$ cat config.mk
export PLATFORM = sky130hd
export DESIGN_NAME = four_channel_step_dir_counter_readout
export DESIGN_NICKNAME = d
export VERILOG_FILES = /design/src/fcsd_pkg.sv /design/src/four_channel_step_dir_counter_readout.sv /design/src/fcsd_counters.sv /design/src/fcsd_readout.sv
export SDC_FILE = /design/constraint.sdc
export NUM_CORES = 1
export LEC_CHECK = 0
export ABC_AREA = 1
export BUFFER_PORTS_ARGS = -buffer_cell sky130_fd_sc_hd__buf_2
export CORE_ASPECT_RATIO = 1.4
export CORE_UTILIZATION = 45
export CTS_CLUSTER_SIZE = 10
export DETAILED_ROUTE_END_ITERATION = 10
export GPL_TIMING_DRIVEN = 1
export SLEW_MARGIN = 20
export SYNTH_ARGS = -nofsm -noshare
export SYNTH_HDL_FRONTEND = slang
export SYNTH_SLANG_ARGS = --single-unit
$ cat constraint.sdc
create_clock -name clk -period 11.8 [get_ports clk]
set_input_delay 0.59 -clock clk [delete_from_list [all_inputs] [get_ports clk]]
set_output_delay 0.59 -clock clk [all_outputs]
set_load 0.02 [all_outputs]
$ cat src/fcsd_pkg.sv
`timescale 1ns / 1ps

package fcsd_pkg;

	// Readout snapshot: two bytes for each of up to four channels.
	localparam int MAX_CHANNELS = 4;
	localparam int SNAP_BYTES   = 8;
	localparam int SNAP_IDX_W   = $clog2(SNAP_BYTES);
	localparam int SNAP_W       = SNAP_BYTES * 8;
	localparam int SEND_IDX_W   = 8;

	localparam logic [7:0] STOP_BYTE = 8'hFF;

	// Counter reset values step by this pattern: channel c starts at (c + 1) times it.
	localparam logic [31:0] COUNT_RST_STEP = 32'h0000_1111;

	localparam int IN_TDATA_W  = 24;
	localparam int OUT_TDATA_W = 16;

	typedef struct packed {
		logic [7:0] rx_byte;
		logic       byte_done;
		logic       select_n;
		logic [3:0] dir_lines;
		logic [3:0] step_lines;
	} in_item_t;

	typedef struct packed {
		logic       busy_res;
		logic [7:0] tx_byte;
		logic       tx_load;
	} rdo_res_t;

endpackage

$ cat src/four_channel_step_dir_counter_readout.sv
`timescale 1ns / 1ps

// Channel  | Dir | Signals                        | Contents of tdata, lowest bit up
// ---------+-----+--------------------------------+------------------------------------------
// s_axis   | in  | s_axis_tvalid/tready/tdata[23:0] | step_lines[3:0], dir_lines[3:0],
//          |     |                                  | select_n, byte_done, rx_byte[7:0], 0s
// m_axis   | out | m_axis_tvalid/tready/tdata[15:0] | tx_load, tx_byte[7:0], busy_res, 0s
//
// Each sample tick is one request: it passes through the input register and then the
// result register, and one request is taken every cycle while the downstream side
// keeps taking results. That rate rests on the counter update and the readout
// decision, both resolved between those two registers. A stalled result holds in the
// result register; the input side stays ready for as long as the held request can
// move on in the same cycle. After reset the counters hold 0x1111, 0x2222, 0x3333 and
// 0x4444 (masked to the counter width), the previous step sample is zero and the
// readout is idle.

module four_channel_step_dir_counter_readout import fcsd_pkg::*; #(
	parameter int CHANNELS    = 4,
	parameter int COUNT_WIDTH = 16
) (
	input  logic                   clk,
	input  logic                   arst_n,
	input  logic                   s_axis_tvalid,
	output logic                   s_axis_tready,
	input  logic [IN_TDATA_W-1:0]  s_axis_tdata,  // step_lines, dir_lines, select_n,
	                                              // byte_done, rx_byte, zero pad
	output logic                   m_axis_tvalid,
	input  logic                   m_axis_tready,
	output logic [OUT_TDATA_W-1:0] m_axis_tdata   // tx_load, tx_byte, busy_res, zero pad
);

	// Input register: one sample tick waiting for its turn.
	logic     valid_s1;
	in_item_t item_s1;

	// Result register.
	logic     out_valid_q;
	rdo_res_t out_q;

	logic     adv;
	rdo_res_t res;

	logic [CHANNELS-1:0][COUNT_WIDTH-1:0] counts;
	logic [SNAP_W-1:0]                    snap_word;

	// The held request moves on whenever the result register is free or being emptied.
	assign adv           = valid_s1 && (!out_valid_q || m_axis_tready);
	assign s_axis_tready = !valid_s1 || adv;

	always_ff @(posedge clk or negedge arst_n) begin
		if (!arst_n) begin
			valid_s1 <= 1'b0;
		end else if (s_axis_tready) begin
			valid_s1 <= s_axis_tvalid;
		end
	end

	always_ff @(posedge clk) begin
		if (s_axis_tready && s_axis_tvalid) begin
			item_s1 <= in_item_t'(s_axis_tdata[$bits(in_item_t)-1:0]);
		end
	end

	// Step/direction counters. They are updated from the request in the input register,
	// after the readout has taken its snapshot of the values from before this tick.
	fcsd_counters #(
		.CHANNELS    (CHANNELS),
		.COUNT_WIDTH (COUNT_WIDTH)
	) u_counters (
		.clk        (clk),
		.arst_n     (arst_n),
		.adv        (adv),
		.step_lines (item_s1.step_lines[CHANNELS-1:0]),
		.dir_lines  (item_s1.dir_lines[CHANNELS-1:0]),
		.counts     (counts)
	);

	// Little-endian snapshot image: bytes 2c and 2c+1 hold the low sixteen bits of
	// channel c. Bits above the counter width and absent channels read as zero.
	for (genvar c = 0; c < MAX_CHANNELS; c++) begin : g_snap
		if (c < CHANNELS) begin : g_used
			logic [31:0] ext;
			assign ext                  = 32'(counts[c]);
			assign snap_word[c*16 +: 16] = ext[15:0];
		end else begin : g_absent
			assign snap_word[c*16 +: 16] = '0;
		end
	end

	fcsd_readout u_readout (
		.clk       (clk),
		.arst_n    (arst_n),
		.adv       (adv),
		.select_n  (item_s1.select_n),
		.byte_done (item_s1.byte_done),
		.rx_byte   (item_s1.rx_byte),
		.snap_word (snap_word),
		.res       (res)
	);

	always_ff @(posedge clk or negedge arst_n) begin
		if (!arst_n) begin
			out_valid_q <= 1'b0;
		end else if (adv) begin
			out_valid_q <= 1'b1;
		end else if (m_axis_tready) begin
			out_valid_q <= 1'b0;
		end
	end

	always_ff @(posedge clk) begin
		if (adv) begin
			out_q <= res;
		end
	end

	assign m_axis_tvalid = out_valid_q;
	assign m_axis_tdata  = OUT_TDATA_W'(out_q);

endmodule

$ cat src/fcsd_counters.sv
`timescale 1ns / 1ps

module fcsd_counters import fcsd_pkg::*; #(
	parameter int CHANNELS    = 4,
	parameter int COUNT_WIDTH = 16
) (
	input  logic                                  clk,
	input  logic                                  arst_n,
	input  logic                                  adv,
	input  logic [CHANNELS-1:0]                   step_lines,
	input  logic [CHANNELS-1:0]                   dir_lines,
	output logic [CHANNELS-1:0][COUNT_WIDTH-1:0]  counts
);

	logic [CHANNELS-1:0]                  prev_q;
	logic [CHANNELS-1:0]                  rising;
	logic [CHANNELS-1:0][COUNT_WIDTH-1:0] count_q;

	assign rising = step_lines & ~prev_q;
	assign counts = count_q;

	always_ff @(posedge clk or negedge arst_n) begin
		if (!arst_n) begin
			prev_q <= '0;
		end else if (adv) begin
			prev_q <= step_lines;
		end
	end

	for (genvar c = 0; c < CHANNELS; c++) begin : g_chan
		localparam logic [31:0] RST_VAL = COUNT_RST_STEP * (c + 1);

		always_ff @(posedge clk or negedge arst_n) begin
			if (!arst_n) begin
				count_q[c] <= COUNT_WIDTH'(RST_VAL);
			end else if (adv && rising[c]) begin
				// Down-count adds all ones, which wraps the same way.
				count_q[c] <= count_q[c] + (dir_lines[c] ? COUNT_WIDTH'(1) : '1);
			end
		end
	end

endmodule

$ cat src/fcsd_readout.sv
`timescale 1ns / 1ps

module fcsd_readout import fcsd_pkg::*; (
	input  logic              clk,
	input  logic              arst_n,
	input  logic              adv,
	input  logic              select_n,
	input  logic              byte_done,
	input  logic [7:0]        rx_byte,
	input  logic [SNAP_W-1:0] snap_word,
	output rdo_res_t          res
);

	logic [SEND_IDX_W-1:0] idx_q;
	logic [SEND_IDX_W-1:0] idx_next;
	logic [7:0]            snap_q [SNAP_BYTES];
	logic                  take_snap;

	always_comb begin
		res       = '0;
		idx_next  = idx_q;
		take_snap = 1'b0;
		if (idx_q != '0) begin
			if (byte_done) begin
				if (rx_byte == STOP_BYTE) begin
					idx_next = '0;
				end else begin
					res.tx_byte = snap_q[idx_q[SNAP_IDX_W-1:0]];
					res.tx_load = 1'b1;
					// Wrap of the index back to zero ends the transfer.
					idx_next    = idx_q + SEND_IDX_W'(1);
				end
			end
		end else if (!select_n) begin
			take_snap   = 1'b1;
			res.tx_byte = snap_word[7:0];
			res.tx_load = 1'b1;
			idx_next    = SEND_IDX_W'(1);
		end
		res.busy_res = (idx_next != '0);
	end

	always_ff @(posedge clk or negedge arst_n) begin
		if (!arst_n) begin
			idx_q <= '0;
		end else if (adv) begin
			idx_q <= idx_next;
		end
	end

	always_ff @(posedge clk) begin
		if (adv && take_snap) begin
			for (int b = 0; b < SNAP_BYTES; b++) begin
				snap_q[b] <= snap_word[b*8 +: 8];
			end
		end
	end

endmodule

Word-level counts from Yosys, hierarchy flattened

Memory sizes are Yosys's and may differ from the RTL's.
Cells that the tools add are included.

$add $sub $neg: 5
Equal/unequal tests: 1
Muxes and demuxes: 18
Bitwise logic cells: 2
Reduce and logical (&&, ||, !) cells: 14

Operators by type and width:

| cell                  | number |
|---|---|
| $add A16 B16 Y16      | 4 |
| $mux W16              | 4 |
| $mux W9               | 4 |
| $mux W8               | 4 |
| $reduce_bool A8 Y1    | 2 |
| $add A8 B1 Y8 const B | 1 |
| $eq A8 B8 Y1 const B  | 1 |
| $logic_and A1 B1 Y1   | 7 |
| $mux W1               | 6 |
| $and A4 B4 Y4         | 1 |
| $not A4 Y4            | 1 |
| $logic_not A1 Y1      | 2 |
| $logic_or A1 B1 Y1    | 2 |
| $reduce_bool A2 Y1    | 1 |

Flip-flop bits (word level): 106
Bits in writable memories: 64
Input port bits: 28
Word-level logic and storage cells: 57
Memories kept: 1

Memory list:

| name             | depth | width | read ports | clocked after Yosys merged registers in | write ports | RTL line           | source |
|---|---|---|---|---|---|---|---|
| u_readout.snap_q | 8     | 8     | 1          | 0                                       | 8           | fcsd_readout.sv:16 | `logic [7:0] snap_q [SNAP_BYTES];` |

Logic depth before layout (Yosys ltp)

Gate-level depths: netlist of the first run.

Word-level depth: 6
Depth in mapped cells: 14

By module

A second synthesis of the first run with hierarchy kept.

Cell total of the unflattened synthesis: 1,333
Area, all modules: 10,357.4 um^2

By module, submodules not included:

| module                                | times used | cells an instance | area each (um^2) | seq. area each (um^2) |
|---|---|---|---|---|
| fcsd_counters                         | 1          | 973               | 6,107.1          | 1,726.7 |
| fcsd_readout                          | 1          | 313               | 3,265.6          | 2,122.0 |
| four_channel_step_dir_counter_readout | 1          | 47                | 984.7            | 890.9 |

Worst setup path after synthesis of the first run

Ideal clock, no wire load.

Path type: flip-flop to flip-flop
Start: register u_readout.idx_q[0]
End: memory u_readout.snap_q[0][0], enable pin
Library setup time: 0.486 ns
Arrival time: 3.996 ns
Data required time: 11.314 ns
Path slack: 7.317 ns
Cell stages (with the launch flop): 9
Period minus slack after synthesis: 4.483 ns
Cells stage by stage: dfrtp_1 -> buf_2 -> inv_2 -> buf_2 -> ha_1 -> nand2_1 -> nor2_2 -> nand2_2 -> nor2_1

RTL lines:

| item                   | RTL line           | source |
|---|---|---|
| start, declared        | fcsd_readout.sv:14 | `logic [SEND_IDX_W-1:0] idx_q;` |
| start signal, assigned | fcsd_readout.sv:47 | `idx_q <= idx_next;` |
| end, declared          | fcsd_readout.sv:16 |  |

==> results.cfg, run 1 <==
[floorplan]
dieWidth_um = 130
coreArea_um2 = 22600
start_util_pct = 45.9
dieArea_um2 = 23700
ioPinCount = 46
die_y_um = 182
rows = 65

[setup_path]
critPathCaptureType = register
crit_path_start_kind = register
reg2reg_depth = 7
reg2reg_to = u_readout.snap_q[1][7]
reg2reg_slack_ns = 8.80
required_ns = 11.87
worst-path-max-fanout = 64
reg2reg_from = u_readout.idx_q[1]
worstSetupPathType = reg2reg
arrival_ns = 3.07

[power]
power_frac_clock_pct = 19.8
ir_worst_vdd_uv = 118
p_total_mw = 2.89
swShare_pct = 44.0
internal_power_mw = 1.62
power.leakage_nw = 5.61
seq_power_share_pct = 35.9
p_sw_mw = 1.27
pwr-share-comb_pct = 44.3
p_per_area_nw_per_um2 = 254

[synth]
ys_seq_area_share_pct = 45.7
avgSynthCellArea_um2 = 8.00
synth_edf_count = 92
synth_ff_type = edfxtp_1
yosysUniqueCellTypes = 41
synth_area_leader_cell = edfxtp_1
synthTopCellsByArea = edfxtp_1, nand2_1, dfrtp_1, ha_1, inv_1
synth_top_area_share_pct = 26.6
netlist_instances = 1297
synth-seq-cells = 170
syn_area_um2 = 10400
synth-async-reset-ratio_pct = 45.9
yosysMostFrequentCell = nand2_1
yosysWarnings = 0
synthTopCellsByCount = nand2_1, inv_1, nand3_1

[sta]
fmax_mhz = 333
min_period_ns = 3.00
min_period_over_period_pct = 25.4
setup_slack_ns = 8.80
hold_viol_final = 0
tightest_slew_ns = 0.887
drv_slew = 0
setup_viol = 0
rsz0062_at_grt = false
maxSlewHeadroom_pct = 40.8
clock_skew_ns = 0.0138
finalSetupTns_ns = 0

[global_routing]
gr-total-overflow = 0
grt_pass1_vias = 7954
grt_max_degree = 65
grt_util_all_layers_pct = 21.8
grt_antenna_before_repair = 0
grt_pass1_wl_um = 39100

[placed_design]
port_buffers = 33
routabilityCongestion = 0.852
dp_hpwl_um = 17700
place_ws_ns = 8.79

[status]
status = complete, no violations

[finish]
layout-drive-gt1-share_pct = 9.48
diodes = 0
final_util_pct = 50.3
nNetsFinal = 1416
area_delta_synth_final_pct = 9.64

[clock_network]
cts_buffer_depth = 2
cts_setup_buffers = 0
post_cts_resized = 0
cts.clk_slew.worst_paths_ns = 0.08
cts_tree = done
cts_sinks = 170
cts_hold_buf = 0
htree_num_levels = 4
clk_latency_ns = 0.45
root_buffer = clkbuf_16
cts_buffers = 17

[worst_hold_path]
hold_class = in2async

[detailed_routing]
via_per_inst = 5.03
ant_nets = 0
drtIter0Drc = 427
drcViolationCount = 0
wire_per_inst_um = 14.6
routed_wl_um = 24000
vias = 8241
first_pass_iters = 5

[run]
max_cap_violations = 0
-- routing by layer --
layer / up-vias / GRT usage [%] / part of all wire (%)
met5: - / 0 / 0
met4: 0 / 10.0 / 3.3
met3: 48 / 3.54 / 2.3
met2: 111 / 38.9 / 51
met1: 3813 / 25.1 / 43
li1: 4269 / - / -
-- power groups by stage --
stage / Clock, mW / Sequential [mW] / Combinational [mW]
after floorplan: 0 / 0.983 / 1.02
after global placement: 0 / 1.04 / 1.26
after detailed placement: 0 / 1.05 / 1.28
after CTS: 0.582 / 1.04 / 1.29
after global routing: 0.606 / 1.06 / 1.48
final: 0.572 / 1.04 / 1.28
-- critical path, stage by stage, from the launching register on --
cell	delay, ns
dfrtp_1	0.70
inv_1	0.46
ha_1	0.26
nand2_1	0.07
nor2_2	0.18
nand2_2	0.16
nor2_4	0.10
buf_4	0.63
-- cell type report --
| cell class | count | area (um2) |
|---|---|---|
| clock buffers | 17 | 425 |
| clock inverters | 15 | 189 |
| fillers | 2226 | 11200 |
| inverters | 167 | 634 |
| multi-input cells | 934 | 4820 |
| flip-flops and latches | 170 | 4740 |
| well taps | 301 | 377 |
| repair buffers | 36 | 190 |
-- placed cells by master (no fill, tap or decap), types with 3 or more instances in the layout --
cell	n
inv_1	159
o21ai_1	6
o221ai_1	10
inv_8	5
edfxtp_1	92
nand2_2	3
nand3_1	99
clkinv_8	5
nand3b_1	14
clkbuf_16	17
fa_1	4
nor3_1	12
a21oi_1	40
xnor2_1	11
o21ai_2	6
ha_1	58
and2_1	11
dfstp_2	20
nor2_1	92
inv_4	3
o21ai_0	63
nand2_1	442
conb_1	6
buf_4	4
o211ai_1	6
dfrtp_1	58
nand2_4	4
inv_2	5
buf_2	32
nand4_1	15
xor2_1	10
or2_2	10
-- flip-flops by register name (all words and copies together), names as in the netlist --
name	flops
item_s1	18
m_axis_tdata	10
m_axis_tvalid	1
u_counters.counts	64
u_counters.prev_q	4
u_readout.idx_q	8
u_readout.snap_q	64
valid_s1	1
-- cells by family after synthesis --
kind of cell | count (synthesis) | share of synthesized area [%]
simple gates | 712 | 29.4
buf+inv | 198 | 8.12
flops | 170 | 45.7
compound gates | 133 | 7.20
fa+ha+maj | 62 | 7.77
xor+xnor | 21 | 1.77
other cells | 1 | 0.0362
-- how the worst max path moves through the flow --
| stage | from | to | slack [ns] |
|---|---|---|---|
| after global placement | u_readout.idx_q[1] | u_readout.snap_q[3][5] | 8.82 |
| after detailed placement | u_readout.idx_q[1] | u_readout.snap_q[6][2] | 8.79 |
| after CTS | u_readout.idx_q[1] | u_readout.snap_q[1][7] | 8.78 |
| final | u_readout.idx_q[1] | u_readout.snap_q[1][7] | 8.80 |
| after global routing | u_readout.idx_q[1] | u_readout.snap_q[1][7] | 8.52 |
| after floorplan | u_readout.idx_q[0] | u_readout.snap_q[0][0] | 7.32 |
-- through the flow --
stage               hold WS, ns  instance area, um2  cells
floorplan                 0.294               10400   1302
global placement          0.469               10800   1608
detailed placement        0.472               10800   1608
CTS                      0.0911               11400   1640
global route              0.103               11400   1640
finish                   0.0773               11400   1640
(Power assumes the default switching activity.)
==> inputs of run 2 (changes only) <==
==> constraint.sdc (replaced) <==
create_clock -name clk -period 3.05 [get_ports clk]
set_input_delay 0.1525 -clock clk [delete_from_list [all_inputs] [get_ports clk]]
set_output_delay 0.1525 -clock clk [all_outputs]
set_load 0.02 [all_outputs]
==> run 2 against run 1 <==
- sequential power rose to 3.8 times the previous value
- clock skew down 0.00081 ns
- wire length up 1.5%
- largest cell class unchanged
- highest routed layer unchanged
==> results.cfg, run 2 (synthesis results as in run 1) <==
[status]
status = complete, no violations

[finish]
final_common_cell = nand2_1
area_delta_synth_final_pct = 12.0
layout-drive-gt1-share_pct = 9.60
nNetsFinal = 1441
final_cell_mix = nand2_1, inv_1, nand3_1
final_util_pct = 51.4
diodes = 0
nFillCells = 2219
stdcell_count = 1665

[floorplan]
start_util_pct = 45.9
coreArea_um2 = 22600
rows = 65
die_y_um = 182
ioPinCount = 46
dieArea_um2 = 23700
dieWidth_um = 130

[global_routing]
grt_max_degree = 76
grt_pass1_wl_um = 39700
grt_antenna_before_repair = 0
grt_pass1_vias = 8122
gr-total-overflow = 0
grt_util_all_layers_pct = 22.1

[detailed_routing]
first_pass_iters = 5
wire_per_inst_um = 14.6
drcViolationCount = 0
vias = 8388
via_per_inst = 5.04
routed_wl_um = 24300
drtIter0Drc = 408
ant_nets = 0

[clock_network]
post_cts_resized = 0
cts_tree = done
clk_latency_ns = 0.44
cts_buffers = 17
cts_buffer_depth = 2
cts_sinks = 170
htree_num_levels = 4
cts.clk_slew.worst_paths_ns = 0.08
root_buffer = clkbuf_16

[placed_design]
place_ws_ns = 0.724
placed_cells = 1612
dp_hpwl_um = 17500
routabilityCongestion = 0.853
port_buffers = 33

[setup_path]
crit_path_start_kind = register
worst-path-max-fanout = 14
reg2reg_depth = 8
required_ns = 3.43
arrival_ns = 2.75
worstSetupPathType = reg2reg
critPathCaptureType = register

[sta]
min_period_over_period_pct = 77.7
drv_slew = 0
min_period_ns = 2.37
clock_skew_ns = 0.0130
finalSetupTns_ns = 0
maxSlewHeadroom_pct = 37.1
hold_viol_final = 0
rsz0062_at_grt = false
setup_viol = 0
fmax_mhz = 422
tightest_slew_ns = 0.942
setup_slack_ns = 0.681

[power]
power.leakage_nw = 5.72
p_per_area_nw_per_um2 = 966
ir_worst_vdd_uv = 434
p_total_mw = 11.2

[worst_hold_path]
hold_class = in2async

[run]
max_cap_violations = 0
[run 2: path summary, 6_finish.rpt]
kind	from	endpoint	slack, ns
max in group asynchronous	arst_n	u_counters.counts[40]	2.07
min reg2reg	u_counters.counts[29]	u_counters.counts[29]	0.48
min in group clk	s_axis_tdata[6]	item_s1[6]	0.41
max	item_s1[6]	u_counters.counts[37]	0.68
max reg2reg	item_s1[6]	u_counters.counts[37]	0.68
min	arst_n	u_counters.counts[46]	0.33
[run 2: cell type report]
class,count,area [um2],area share [%]
clock buffers,17,425,3.66
inverters,167,634,5.46
repair buffers,61,447,3.85
flip-flops and latches,170,4740,40.8
well taps,301,377,3.24
clock inverters,15,175,1.51
multi-input cells,934,4820,41.5
[run 2: through the flow]
stage	hold slack, ns	instance area, um2
floorplan	-0.143	10400
global placement	0.331	10800
detailed placement	0.331	10800
CTS	0.391	11600
global route	0.404	11600
finish	0.332	11600
[run 2: power breakdown]
part	total, mW	internal [mW]	switching [mW]
clock	2.22	1.18	1.04
sequential	3.97	3.36	0.615
combinational	5.03	1.82	3.21
[run 2: metal layers]
| layer | GRT usage [%] | share of wire, % | wire, um | vias up |
|---|---|---|---|---|
| li1 | - | - | - | 4318 |
| met1 | 25.2 | 43 | 10400 | 3918 |
| met2 | 40.6 | 53 | 12800 | 118 |
| met3 | 3.57 | 2.1 | 513 | 34 |
| met4 | 8.23 | 2.5 | 597 | 0 |
| met5 | 0 | 0 | 0 | - |
[run 2: worst max-delay path: stages (launching register included)]
cell	delay [ns]
edfxtp_1	0.49
inv_1	0.49
ha_1	0.38
or2_2	0.31
nand3b_1	0.09
nand2_1	0.12
or2_2	0.29
nand3_1	0.07
nand2_1	0.06
[run 2: timing repair]
action                    CTS  global route
hold endpoints to repair   78             0
buffers inserted            0             0
hold buffers               21             0
